--- config.mk ---
export PLATFORM = sky130hd
export DESIGN_NAME = preemptive_priority_scheduler
export DESIGN_NICKNAME = d
export VERILOG_FILES = /design/src/design/pps_pkg.sv /design/src/design/preemptive_priority_scheduler.sv /design/src/design/pps_ctrl.sv /design/src/design/pps_datapath.sv
export SDC_FILE = /design/constraint.sdc
export NUM_CORES = 1
export LEC_CHECK = 0
export BUFFER_PORTS_ARGS = -buffer_cell sky130_fd_sc_hd__buf_2
export CAP_MARGIN = 10
export CELL_PAD_IN_SITES_DETAIL_PLACEMENT = 1
export CELL_PAD_IN_SITES_GLOBAL_PLACEMENT = 1
export CORE_UTILIZATION = 25
export DETAILED_ROUTE_END_ITERATION = 8
export GPL_TIMING_DRIVEN = 0
export HOLD_SLACK_MARGIN = 0.03
export PLACE_DENSITY_LB_ADDON = 0.1
export SETUP_SLACK_MARGIN = 0.05
export SLEW_MARGIN = 10
export SYNTH_ARGS = -nofsm -noshare
export SYNTH_HDL_FRONTEND = slang
export SYNTH_SLANG_ARGS = --single-unit
--- constraint.sdc ---
create_clock -name clock -period 11 [get_ports clock]
set_clock_uncertainty 0.15 [all_clocks]
set_input_delay 0 -clock clock [delete_from_list [all_inputs] [get_ports clock]]
set_output_delay 0 -clock clock [all_outputs]
set_load 0.05 [all_outputs]
--- src/design/pps_pkg.sv ---
// Shared types and constants for the preemptive priority scheduler.
// No dependencies; imported by every module of the block.
package pps_pkg;

   localparam int MAX_JOBS = 16;
   localparam int IDX_W    = (MAX_JOBS > 1) ? $clog2(MAX_JOBS) : 1;
   localparam int CNT_W    = $clog2(MAX_JOBS + 1);

   localparam int ARR_W       = 12;
   localparam int BURST_W     = 12;
   localparam int PRIO_W      = 8;
   localparam int JOB_INDEX_W = 4;
   localparam int TIME_W      = 17;
   localparam int SUM_W       = 21;

   typedef enum logic [2:0] {
      ST_IDLE,
      ST_SCAN,
      ST_STEP,
      ST_FINISH,
      ST_EMIT
   } state_type;

   // controller -> datapath
   typedef struct packed {
      logic load;        // store the request's job
      logic scan_start;  // restart the candidate scan
      logic scan;        // examine one stored job
      logic step;        // close the time unit, serve the winner
      logic finish;      // form turnaround and waiting of the winner
      logic emit;        // load the response register
      logic clear;       // end of set, return to empty
   } cmd_type;

   // datapath -> controller
   typedef struct packed {
      logic scan_last;   // scan sits on the last stored job
      logic found;       // a ready job was seen in this scan
      logic job_done;    // winner has one unit left
      logic set_done;    // next completion finishes the set
      logic out_busy;    // response register still holds a response
   } status_type;

endpackage

--- src/design/preemptive_priority_scheduler.sv ---
// Top level of the preemptive priority scheduler: sequencer plus datapath.
// Depends on pps_pkg, pps_ctrl and pps_datapath.
//
//   channel | direction | handshake           | payload
//   req_    | in        | req_valid/req_ready | arrival, burst, priority, last mark
//   rsp_    | out       | rsp_valid/rsp_ready | index, end time, turnaround, waiting, totals
//
// Loading takes one request per cycle; a request beyond MAX_JOBS jobs is dropped.
// The request with the last mark starts the simulation. Each simulated time unit
// scans the n stored jobs one per cycle and then closes with a step; each completion
// adds a finish and an emit state. req_ready is low until the final response is loaded.
// Reset is synchronous and clears the set; job stores hold garbage until loaded.
// A response waiting in the output register does not stop the scan; only a further
// completion stalls until rsp_ready takes the pending one.
module preemptive_priority_scheduler
   import pps_pkg::*;
(
   input  logic                   clock,
   input  logic                   reset,
   input  logic                   req_valid,
   output logic                   req_ready,
   input  logic [ARR_W-1:0]       req_arrival_time,
   input  logic [BURST_W-1:0]     req_burst_length,
   input  logic [PRIO_W-1:0]      req_priority_level,
   input  logic                   req_last_job,
   output logic                   rsp_valid,
   input  logic                   rsp_ready,
   output logic [JOB_INDEX_W-1:0] rsp_job_index,
   output logic [TIME_W-1:0]      rsp_end_time,
   output logic [TIME_W-1:0]      rsp_turnaround,
   output logic [TIME_W-1:0]      rsp_waiting,
   output logic [SUM_W-1:0]       rsp_total_waiting,
   output logic [SUM_W-1:0]       rsp_total_turnaround,
   output logic                   rsp_last_result
);

   cmd_type    cmd;
   status_type status;

   // sequencer: idle/load, scan, step, finish, emit
   pps_ctrl u_ctrl (
      .clock        (clock),
      .reset        (reset),
      .req_valid    (req_valid),
      .req_last_job (req_last_job),
      .req_ready    (req_ready),
      .status       (status),
      .cmd          (cmd)
   );

   // stores, scan winner, counters, sums and response register
   pps_datapath u_datapath (
      .clock                (clock),
      .reset                (reset),
      .cmd                  (cmd),
      .status               (status),
      .req_arrival_time     (req_arrival_time),
      .req_burst_length     (req_burst_length),
      .req_priority_level   (req_priority_level),
      .rsp_valid            (rsp_valid),
      .rsp_ready            (rsp_ready),
      .rsp_job_index        (rsp_job_index),
      .rsp_end_time         (rsp_end_time),
      .rsp_turnaround       (rsp_turnaround),
      .rsp_waiting          (rsp_waiting),
      .rsp_total_waiting    (rsp_total_waiting),
      .rsp_total_turnaround (rsp_total_turnaround),
      .rsp_last_result      (rsp_last_result)
   );

endmodule

--- src/design/pps_ctrl.sv ---
// Scheduler sequencer: loading, per-time-unit scan, completion steps.
// Depends on pps_pkg.
module pps_ctrl
   import pps_pkg::*;
(
   input  logic       clock,
   input  logic       reset,
   input  logic       req_valid,
   input  logic       req_last_job,
   output logic       req_ready,
   input  status_type status,
   output cmd_type    cmd
);

   state_type state_ff, state_in;

   always_ff @(posedge clock) begin
      if (reset) begin
         state_ff <= ST_IDLE;
      end else begin
         state_ff <= state_in;
      end
   end

   // next state
   always_comb begin
      state_in = state_ff;
      case (state_ff)
         ST_IDLE: begin
            if (req_valid && req_last_job) begin
               state_in = ST_SCAN;
            end
         end
         ST_SCAN: begin
            if (status.scan_last) begin
               state_in = ST_STEP;
            end
         end
         ST_STEP: begin
            if (status.found && status.job_done) begin
               state_in = ST_FINISH;
            end else begin
               state_in = ST_SCAN;
            end
         end
         ST_FINISH: begin
            state_in = ST_EMIT;
         end
         ST_EMIT: begin
            if (!status.out_busy) begin
               state_in = status.set_done ? ST_IDLE : ST_SCAN;
            end
         end
         default: begin
            state_in = ST_IDLE;
         end
      endcase
   end

   // outputs
   always_comb begin
      cmd       = '0;
      req_ready = 1'b0;
      case (state_ff)
         ST_IDLE: begin
            req_ready      = 1'b1;
            cmd.load       = req_valid;
            cmd.scan_start = req_valid && req_last_job;
         end
         ST_SCAN: begin
            cmd.scan = 1'b1;
         end
         ST_STEP: begin
            cmd.step       = 1'b1;
            cmd.scan_start = 1'b1;
         end
         ST_FINISH: begin
            cmd.finish = 1'b1;
         end
         ST_EMIT: begin
            cmd.emit  = !status.out_busy;
            cmd.clear = !status.out_busy && status.set_done;
         end
         default: begin
            cmd = '0;
         end
      endcase
   end

endmodule

--- src/design/pps_datapath.sv ---
// Job stores, candidate scan registers, time/count/sum registers and the
// response register. Depends on pps_pkg; driven by pps_ctrl commands.
module pps_datapath
   import pps_pkg::*;
(
   input  logic                   clock,
   input  logic                   reset,
   input  cmd_type                cmd,
   output status_type             status,
   input  logic [ARR_W-1:0]       req_arrival_time,
   input  logic [BURST_W-1:0]     req_burst_length,
   input  logic [PRIO_W-1:0]      req_priority_level,
   output logic                   rsp_valid,
   input  logic                   rsp_ready,
   output logic [JOB_INDEX_W-1:0] rsp_job_index,
   output logic [TIME_W-1:0]      rsp_end_time,
   output logic [TIME_W-1:0]      rsp_turnaround,
   output logic [TIME_W-1:0]      rsp_waiting,
   output logic [SUM_W-1:0]       rsp_total_waiting,
   output logic [SUM_W-1:0]       rsp_total_turnaround,
   output logic                   rsp_last_result
);

   // job stores
   logic [ARR_W-1:0]   arrival_ff [MAX_JOBS];
   logic [BURST_W-1:0] burst_ff   [MAX_JOBS];
   logic [PRIO_W-1:0]  prio_ff    [MAX_JOBS];
   logic [BURST_W-1:0] remain_ff  [MAX_JOBS];

   // control registers
   logic [CNT_W-1:0]  job_count_ff, job_count_in;
   logic [CNT_W-1:0]  done_count_ff, done_count_in;
   logic [TIME_W-1:0] sim_time_ff, sim_time_in;
   logic [SUM_W-1:0]  sum_wait_ff, sum_wait_in;
   logic [SUM_W-1:0]  sum_tat_ff, sum_tat_in;
   logic [IDX_W-1:0]  scan_idx_ff, scan_idx_in;
   logic              found_ff, found_in;
   logic              rsp_valid_ff, rsp_valid_in;

   // best candidate of the current scan
   logic [IDX_W-1:0]   best_idx_ff, best_idx_in;
   logic [PRIO_W-1:0]  best_prio_ff, best_prio_in;
   logic [ARR_W-1:0]   best_arr_ff, best_arr_in;
   logic [BURST_W-1:0] best_burst_ff, best_burst_in;
   logic [BURST_W-1:0] best_rem_ff, best_rem_in;

   // completion figures
   logic [TIME_W-1:0] tat_ff, tat_in;
   logic [TIME_W-1:0] wt_ff, wt_in;

   // response register
   logic [JOB_INDEX_W-1:0] out_idx_ff, out_idx_in;
   logic [TIME_W-1:0]      out_fin_ff, out_fin_in;
   logic [TIME_W-1:0]      out_tat_ff, out_tat_in;
   logic [TIME_W-1:0]      out_wt_ff, out_wt_in;
   logic [SUM_W-1:0]       out_twt_ff, out_twt_in;
   logic [SUM_W-1:0]       out_ttat_ff, out_ttat_in;
   logic                   out_last_ff, out_last_in;

   logic               has_room;
   logic [BURST_W-1:0] load_burst;
   logic               eligible;
   logic [TIME_W-1:0]  tat_calc;
   logic [SUM_W-1:0]   sum_wait_next;
   logic [SUM_W-1:0]   sum_tat_next;
   logic               set_done;

   assign has_room   = job_count_ff < CNT_W'(MAX_JOBS);
   assign load_burst = (req_burst_length == '0) ? BURST_W'(1) : req_burst_length;

   assign eligible = (TIME_W'(arrival_ff[scan_idx_ff]) <= sim_time_ff)
                  && (remain_ff[scan_idx_ff] != '0)
                  && (!found_ff || (prio_ff[scan_idx_ff] < best_prio_ff));

   assign tat_calc      = sim_time_ff - TIME_W'(best_arr_ff);
   assign sum_wait_next = sum_wait_ff + SUM_W'(wt_ff);
   assign sum_tat_next  = sum_tat_ff + SUM_W'(tat_ff);
   assign set_done      = (done_count_ff + CNT_W'(1)) == job_count_ff;

   assign status.scan_last = (CNT_W'(scan_idx_ff) + CNT_W'(1)) == job_count_ff;
   assign status.found     = found_ff;
   assign status.job_done  = best_rem_ff == BURST_W'(1);
   assign status.set_done  = set_done;
   assign status.out_busy  = rsp_valid_ff && !rsp_ready;

   // stores: written on load, remaining work decremented on a served unit
   always_ff @(posedge clock) begin
      if (cmd.load && has_room) begin
         arrival_ff[job_count_ff[IDX_W-1:0]] <= req_arrival_time;
         burst_ff[job_count_ff[IDX_W-1:0]]   <= load_burst;
         prio_ff[job_count_ff[IDX_W-1:0]]    <= req_priority_level;
         remain_ff[job_count_ff[IDX_W-1:0]]  <= load_burst;
      end else if (cmd.step && found_ff) begin
         remain_ff[best_idx_ff] <= best_rem_ff - BURST_W'(1);
      end
   end

   always_comb begin
      job_count_in  = job_count_ff;
      done_count_in = done_count_ff;
      sim_time_in   = sim_time_ff;
      sum_wait_in   = sum_wait_ff;
      sum_tat_in    = sum_tat_ff;
      scan_idx_in   = scan_idx_ff;
      found_in      = found_ff;
      rsp_valid_in  = rsp_valid_ff && !rsp_ready;
      best_idx_in   = best_idx_ff;
      best_prio_in  = best_prio_ff;
      best_arr_in   = best_arr_ff;
      best_burst_in = best_burst_ff;
      best_rem_in   = best_rem_ff;
      tat_in        = tat_ff;
      wt_in         = wt_ff;
      out_idx_in    = out_idx_ff;
      out_fin_in    = out_fin_ff;
      out_tat_in    = out_tat_ff;
      out_wt_in     = out_wt_ff;
      out_twt_in    = out_twt_ff;
      out_ttat_in   = out_ttat_ff;
      out_last_in   = out_last_ff;

      if (cmd.load && has_room) begin
         job_count_in = job_count_ff + CNT_W'(1);
      end
      if (cmd.scan) begin
         scan_idx_in = scan_idx_ff + IDX_W'(1);
         if (eligible) begin
            found_in      = 1'b1;
            best_idx_in   = scan_idx_ff;
            best_prio_in  = prio_ff[scan_idx_ff];
            best_arr_in   = arrival_ff[scan_idx_ff];
            best_burst_in = burst_ff[scan_idx_ff];
            best_rem_in   = remain_ff[scan_idx_ff];
         end
      end
      if (cmd.step) begin
         sim_time_in = sim_time_ff + TIME_W'(1);
      end
      if (cmd.scan_start) begin
         scan_idx_in = '0;
         found_in    = 1'b0;
      end
      if (cmd.finish) begin
         tat_in = tat_calc;
         wt_in  = tat_calc - TIME_W'(best_burst_ff);
      end
      if (cmd.emit) begin
         rsp_valid_in  = 1'b1;
         done_count_in = done_count_ff + CNT_W'(1);
         sum_wait_in   = sum_wait_next;
         sum_tat_in    = sum_tat_next;
         out_idx_in    = JOB_INDEX_W'(best_idx_ff);
         out_fin_in    = sim_time_ff;
         out_tat_in    = tat_ff;
         out_wt_in     = wt_ff;
         out_twt_in    = set_done ? sum_wait_next : '0;
         out_ttat_in   = set_done ? sum_tat_next : '0;
         out_last_in   = set_done;
      end
      if (cmd.clear) begin
         job_count_in  = '0;
         done_count_in = '0;
         sim_time_in   = '0;
         sum_wait_in   = '0;
         sum_tat_in    = '0;
      end
   end

   always_ff @(posedge clock) begin
      if (reset) begin
         job_count_ff  <= '0;
         done_count_ff <= '0;
         sim_time_ff   <= '0;
         sum_wait_ff   <= '0;
         sum_tat_ff    <= '0;
         scan_idx_ff   <= '0;
         found_ff      <= 1'b0;
         rsp_valid_ff  <= 1'b0;
      end else begin
         job_count_ff  <= job_count_in;
         done_count_ff <= done_count_in;
         sim_time_ff   <= sim_time_in;
         sum_wait_ff   <= sum_wait_in;
         sum_tat_ff    <= sum_tat_in;
         scan_idx_ff   <= scan_idx_in;
         found_ff      <= found_in;
         rsp_valid_ff  <= rsp_valid_in;
      end
   end

   always_ff @(posedge clock) begin
      best_idx_ff   <= best_idx_in;
      best_prio_ff  <= best_prio_in;
      best_arr_ff   <= best_arr_in;
      best_burst_ff <= best_burst_in;
      best_rem_ff   <= best_rem_in;
      tat_ff        <= tat_in;
      wt_ff         <= wt_in;
      out_idx_ff    <= out_idx_in;
      out_fin_ff    <= out_fin_in;
      out_tat_ff    <= out_tat_in;
      out_wt_ff     <= out_wt_in;
      out_twt_ff    <= out_twt_in;
      out_ttat_ff   <= out_ttat_in;
      out_last_ff   <= out_last_in;
   end

   assign rsp_valid            = rsp_valid_ff;
   assign rsp_job_index        = out_idx_ff;
   assign rsp_end_time         = out_fin_ff;
   assign rsp_turnaround       = out_tat_ff;
   assign rsp_waiting          = out_wt_ff;
   assign rsp_total_waiting    = out_twt_ff;
   assign rsp_total_turnaround = out_ttat_ff;
   assign rsp_last_result      = out_last_ff;

endmodule
======== Yosys cells after proc, flatten, opt, wreduce, memory -nomap -nowiden ========
Memory sizes are Yosys's and may differ from the RTL's. A register that Yosys moved wholly into a read port is not among the register bits.
Cells that the tools add are included.
W data, S select, Z words.
word-level totals
  RAM bits ................................ 704
  bits in latches ......................... 0
  output and inout bits ................... 100
  logic and storage cells ................. 98
  input port bits ......................... 37
  memories ................................ 4
  register bits ........................... 246
  bits in read-only memories .............. 0
cells by class
  eq/ne operators ......................... 10
  magnitude comparators ................... 3
  multiply operators ...................... 0
  $add $sub $neg .......................... 10
  shifts and indexed selects .............. 0
  divide/modulo/power cells ............... 0
  reduce and logical (&&, ||, !) cells .... 20
  mux-type cells .......................... 29
  bitwise logic cells ..................... 0
memory list
  memory                 words  bits a word  read ports  clocked after memory_dff  wr ports  line                RTL
  u_datapath.arrival_ff  16     12           1           1                         1         pps_datapath.sv:25  logic [ARR_W-1:0] arrival_ff [MAX_JOBS];
  u_datapath.burst_ff    16     12           1           1                         1         pps_datapath.sv:26  logic [BURST_W-1:0] burst_ff [MAX_JOBS];
  u_datapath.remain_ff   16     12           1           1                         1         pps_datapath.sv:28  logic [BURST_W-1:0] remain_ff [MAX_JOBS];
  u_datapath.prio_ff     16     8            1           1                         1         pps_datapath.sv:27  logic [PRIO_W-1:0] prio_ff [MAX_JOBS];
operators with widths
  cell                     count
  $add A21 B17 Y21         2
  $sub A17 B12 Y17         2
  $mux W4                  7
  $mux W12                 2
  $add A17 B1 Y17 const B  1
  $le A12 B17 Y1           1
  $pmux W3 S5              1
  $mux W1                  13
  $eq A12 B1 Y1 const B    1
  $logic_not A12 Y1        1
  $reduce_bool A12 Y1      1
  $reduce_or A12 Y1        1
  $sub A12 B1 Y12 const B  1
  $add A5 B1 Y5 const B    2
  $eq A5 B5 Y1             2
  $mux W3                  3
  $logic_and A1 B1 Y1      8
  $lt A8 B8 Y1             1
  $eq A3 B2 Y1 const B     2
  $add A4 B1 Y5 const B    1
  $lt A5 B5 Y1 const B     1
  $add A4 B1 Y4 const B    1
  $mux W2                  2
  $ne A2 B2 Y1 const B     2
  other kinds (10)         13

======== Depth between registers and ports, before layout ========
  depth in word-level cells ............... 8
  mapped depth ............................ 17
  depth with buffers taken out ............ 16

======== By module ========
Synthesis repeated with hierarchy kept, for this count alone.
unflattened totals
  cells, all modules ...................... 2,319
  area total of the unflattened synthesis .. 39,953.3 um2
by module, submodules not included
  module        cells each  area each (um2)  sequential area each (um2)  times used
  pps_datapath  2,293       39,721.8         28,127.0                    1
  pps_ctrl      26          231.5            60.1                        1

======== Least setup slack after synthesis ========
Ideal clock, no wire load.
  path kind ............................... flip-flop to flip-flop
  start point ............................. register with a tool-made name
  end point ............................... register u_datapath.best_arr_ff[0], read port of u_datapath.arrival_ff (enable)
  arrival ................................. 4.880 ns
  period minus slack after synthesis ...... 5.441 ns
  path slack .............................. 5.559 ns
  setup time .............................. 0.411 ns
  required time ........................... 10.439 ns
  stages on the path, launching flop included .. 17
  path buffers ............................ 5
  cells stage by stage .................... dfxtp_1 > buf_6 > buf_12 > buf_4 > buf_2 > buf_2 > mux4_2 > mux4_2 > ha_1 > nor2b_1 > o21a_1 > o21a_1 > o21a_1 > o21ai_0 > nand3_1 > a31oi_1 > and3_1
RTL lines
  item           line                RTL
  end, declared  pps_datapath.sv:43  logic [ARR_W-1:0] best_arr_ff, best_arr_in;

==> results.md <==
* Status: complete, no violations
* Pwr Total at 8160 uW
* CTS H-tree lvls at 3
* Final Hold Vio Count at 0
* Top FF cell, synth: edfxtp_1
* Hold Crit Class: primary input to register
* Slew margin rel. at 15.0%
* YS warnings at 0
* Distinct cells, synth at 63
* CTS tree: yes
* RSZ-0062 raised after global routing: false
* Placed cell area at 43,800 um2
* # clock sinks at 966
* Die W at 399 um
* CTS Root Cell: clkbuf_16
* Fin Setup TNS at 0 ns
* Max incr delay on CP at 0.99 ns
* # IOs at 137
* Post_cts resized at 0
* Core area at 156,000 um2
* Sequential fraction of the synthesis area at 71.7%
* Syn nets at 2,336
* Layout area overhead at 21.6%
* Detailed Routing Iterations Pass 1 at 5
* Crit-path slowest cell: clkbuf_1
* Fraction of layout cells with a size suffix above 1 at 23.7%
* Reg2Reg Depth at 13
* Average cell area after synthesis at 17.8 um2
* Site Rows at 145
* Power per cell area at 171 nW/um2
* Critical path capture point type: register
* Post-synth ARST share at 0%
* Leak Pwr at 0.0155 uW
* Nets@finish at 2,704
* Total Routed Length at 119,000 um
* Mapped cell area at 39,300 um2
* HPWL after detailed placement at 83,700 um
* Fin area at 47,800 um2
* Hold wc startpoint: req_priority_level[0]
* Period utilisation layout at 60.5%
* Remaining global-route overflow at 0
* Remaining antenna violation count at 0
* First-pass GRT wire length at 170,000 um
* Critical path class: register to register
* Vias in the first global route at 23,312
* Max-Cap Viols at 0
* Max clock buf depth at 3
* DRT iter0 DRCs at 1,245
* Post-route DRC violation count at 0
* Crit-path cells: buf_2 > buf_2 > clkbuf_1 > clkbuf_1 > mux4_2 > mux4_2 > ha_1 > nand4b_1 > nor4_1 > nor4_1 > a31oi_1 > and3_4 > buf_16
* Hold Path Cell Cnt at 2
* Largest net degree at the start of global routing at 61
* Initial antenna violation count at 4
* Die Footprint at 159,000 um2
* Vias at 21,191
* Commonest non-fill, non-tap cell in the layout: edfxtp_1
* Fin crit period at 6.66 ns
* Layout fillers at 15,984
* Reg-to-Reg End: u_datapath.best_idx_ff[0]
* Syn Inst Count at 2,209
* Die H at 399 um
* Crit Path Max Fanout at 39
* Critical Path RT at 11.23 ns
* Gpl congestion at 0.752
* Reg-to-reg slack, setup at 4.34 ns
* Total CTS buffers at 106
* I/O Buffers at 136
* Starting Density at 25.2%
* Number of flops mapped to enable cells by yosys at 884
* Fmax at 0.150 GHz
* Worst hold path endpoint: u_datapath.prio_ff[14][0]
* Slew @ Worst Pin at 1.28 ns
* Global Route Usage Sum at 15.1%
* Worst VDD drop at 0.114 mV
* Max-slew violation count at 0
* Drt via density at 4.48
* Clock Pin Slew Worst Setup and Hold Paths at 0.06 ns
* Worst Setup Start Kind: register
* Wire per inst at 25.2 um
* Skew-Pair Late Insertion Delay at 0.72 ns
* Synth Register Bits at 966
* Most frequent cells in the layout: edfxtp_1 (884), mux4_2 (204), buf_2 (152)
* Final setup violation count at 0
* Data arrival time of the critical path at 6.89 ns
[cell families (layout without fill, tap and decap cells)]
group | Yosys count | in the layout | share of synthesized area, %
buffers and inverters | 167 | 626 | 1.72
adders and majority gates | 90 | 90 | 2.94
xor gates and xnor gates | 110 | 110 | 2.45
muxes | 223 | 223 | 12.5
other | 0 | 1 | 0
DFF | 966 | 966 | 71.7
AOI/OAI and AO/OA | 240 | 240 | 3.79
and+or+nand+nor | 413 | 413 | 4.90
[report_power, final]
part	total (uW)	leakage, uW	switching, uW	internal [uW]
registers	4080	0.00867	16.2	4060
logic	487	0.00515	291	196
clock network	3600	0.00170	1510	2090
[cells in the mapped netlist, types with 15 or more instances]
| cell | instances | area [um2] |
|---|---|---|
| a211oi_1 | 23 | 173 |
| a21o_1 | 15 | 113 |
| a21oi_1 | 82 | 410 |
| buf_1 | 17 | 63.8 |
| clkbuf_1 | 58 | 218 |
| dfxtp_1 | 82 | 1640 |
| edfxtp_1 | 884 | 26500 |
| ha_1 | 86 | 1080 |
| inv_1 | 75 | 282 |
| mux4_2 | 204 | 4590 |
| nand2_1 | 105 | 394 |
| nand3_1 | 22 | 110 |
| nor2_1 | 149 | 559 |
| nor2b_1 | 34 | 213 |
| nor3_1 | 22 | 110 |
| o21a_1 | 19 | 143 |
| o21ai_0 | 47 | 235 |
| xnor2_1 | 69 | 604 |
| xor2_1 | 41 | 359 |
[worst max-delay path: cells and delay by family, from the launching register on]
family                   cells  cell delay, ns
adder cells (fa/ha/maj)      1            0.34
flip-flops                   1            0.43
multiplexers                 2            1.00
AND/OR/NAND/NOR              4            1.26
AO/OA/AOI/OAI                1            0.42
buffers and inverters        5            2.65
[worst max path at each step]
stage | startpoint | to | slack (ns) | depth (start not counted)
3_5_place_dp | register | u_datapath.best_rem_ff[4] | 4.12 | 16
5_1_grt | register | u_datapath.best_idx_ff[0] | 3.99 | 13
2_1_floorplan | register | u_datapath.best_arr_ff[0] | 5.56 | 16
3_3_place_gp | u_ctrl.state_ff[2] | u_datapath.prio_ff[3][1] | 1.97 | 5
4_1_cts | register | u_datapath.best_idx_ff[0] | 4.09 | 16
6_report | register | u_datapath.best_idx_ff[0] | 4.34 | 13
[metal layers]
metal | routed length, um | track usage, %
met3 | 3600 | 1.96
met4 | 2680 | 4.41
met1 | 52600 | 19.4
met2 | 60400 | 26.4
met5 | 0 | 0
[metrics by stage]
stage          hold WS [ns]  util [%]  worst slack [ns]  std cells
4_1_cts              0.0301      30.6              4.09       4726
3_5_place_dp          0.146      28.0              4.12       4476
5_1_grt              0.0630      30.6              3.99       4726
2_1_floorplan       -0.0809         -              5.56       2209
3_3_place_gp          0.142      27.3              1.97       4403
6_report             0.0949      30.6              4.34       4727
[cell type report]
class,instances,area (um2),area share [%]
Multi-Input combinational cell,1076,10600,22.2
Inverter,75,282,0.589
Tap cell,2058,2570,5.38
Clock buffer,135,2800,5.86
Clock inverter,64,693,1.45
Sequential cell,966,28200,58.9
Timing Repair Buffer,260,2250,4.71
Buffer,92,409,0.856
Antenna cell,1,2.50,0.00523
[sequential cells by signal, summed over array words and instances (netlist names), 17 cells and up, named ones only]
name / count
u_datapath.remain_ff: 192
u_datapath.sum_wait_ff: 21
u_datapath.rsp_total_turnaround: 21
u_datapath.sim_time_ff: 17
u_datapath.rsp_waiting: 17
u_datapath.burst_ff: 192
u_datapath.tat_ff: 17
u_datapath.rsp_turnaround: 17
u_datapath.prio_ff: 128
u_datapath.wt_ff: 17
u_datapath.arrival_ff: 192
u_datapath.rsp_end_time: 17
u_datapath.rsp_total_waiting: 21
u_datapath.sum_tat_ff: 21
[what timing repair did]
action | 4_1_cts | 5_1_grt
hold buffers | 51 | 0
hold endpoints to repair | 705 | 0
buffers inserted | 0 | 0
No activity file was read; power rests on OpenSTA's default activity.
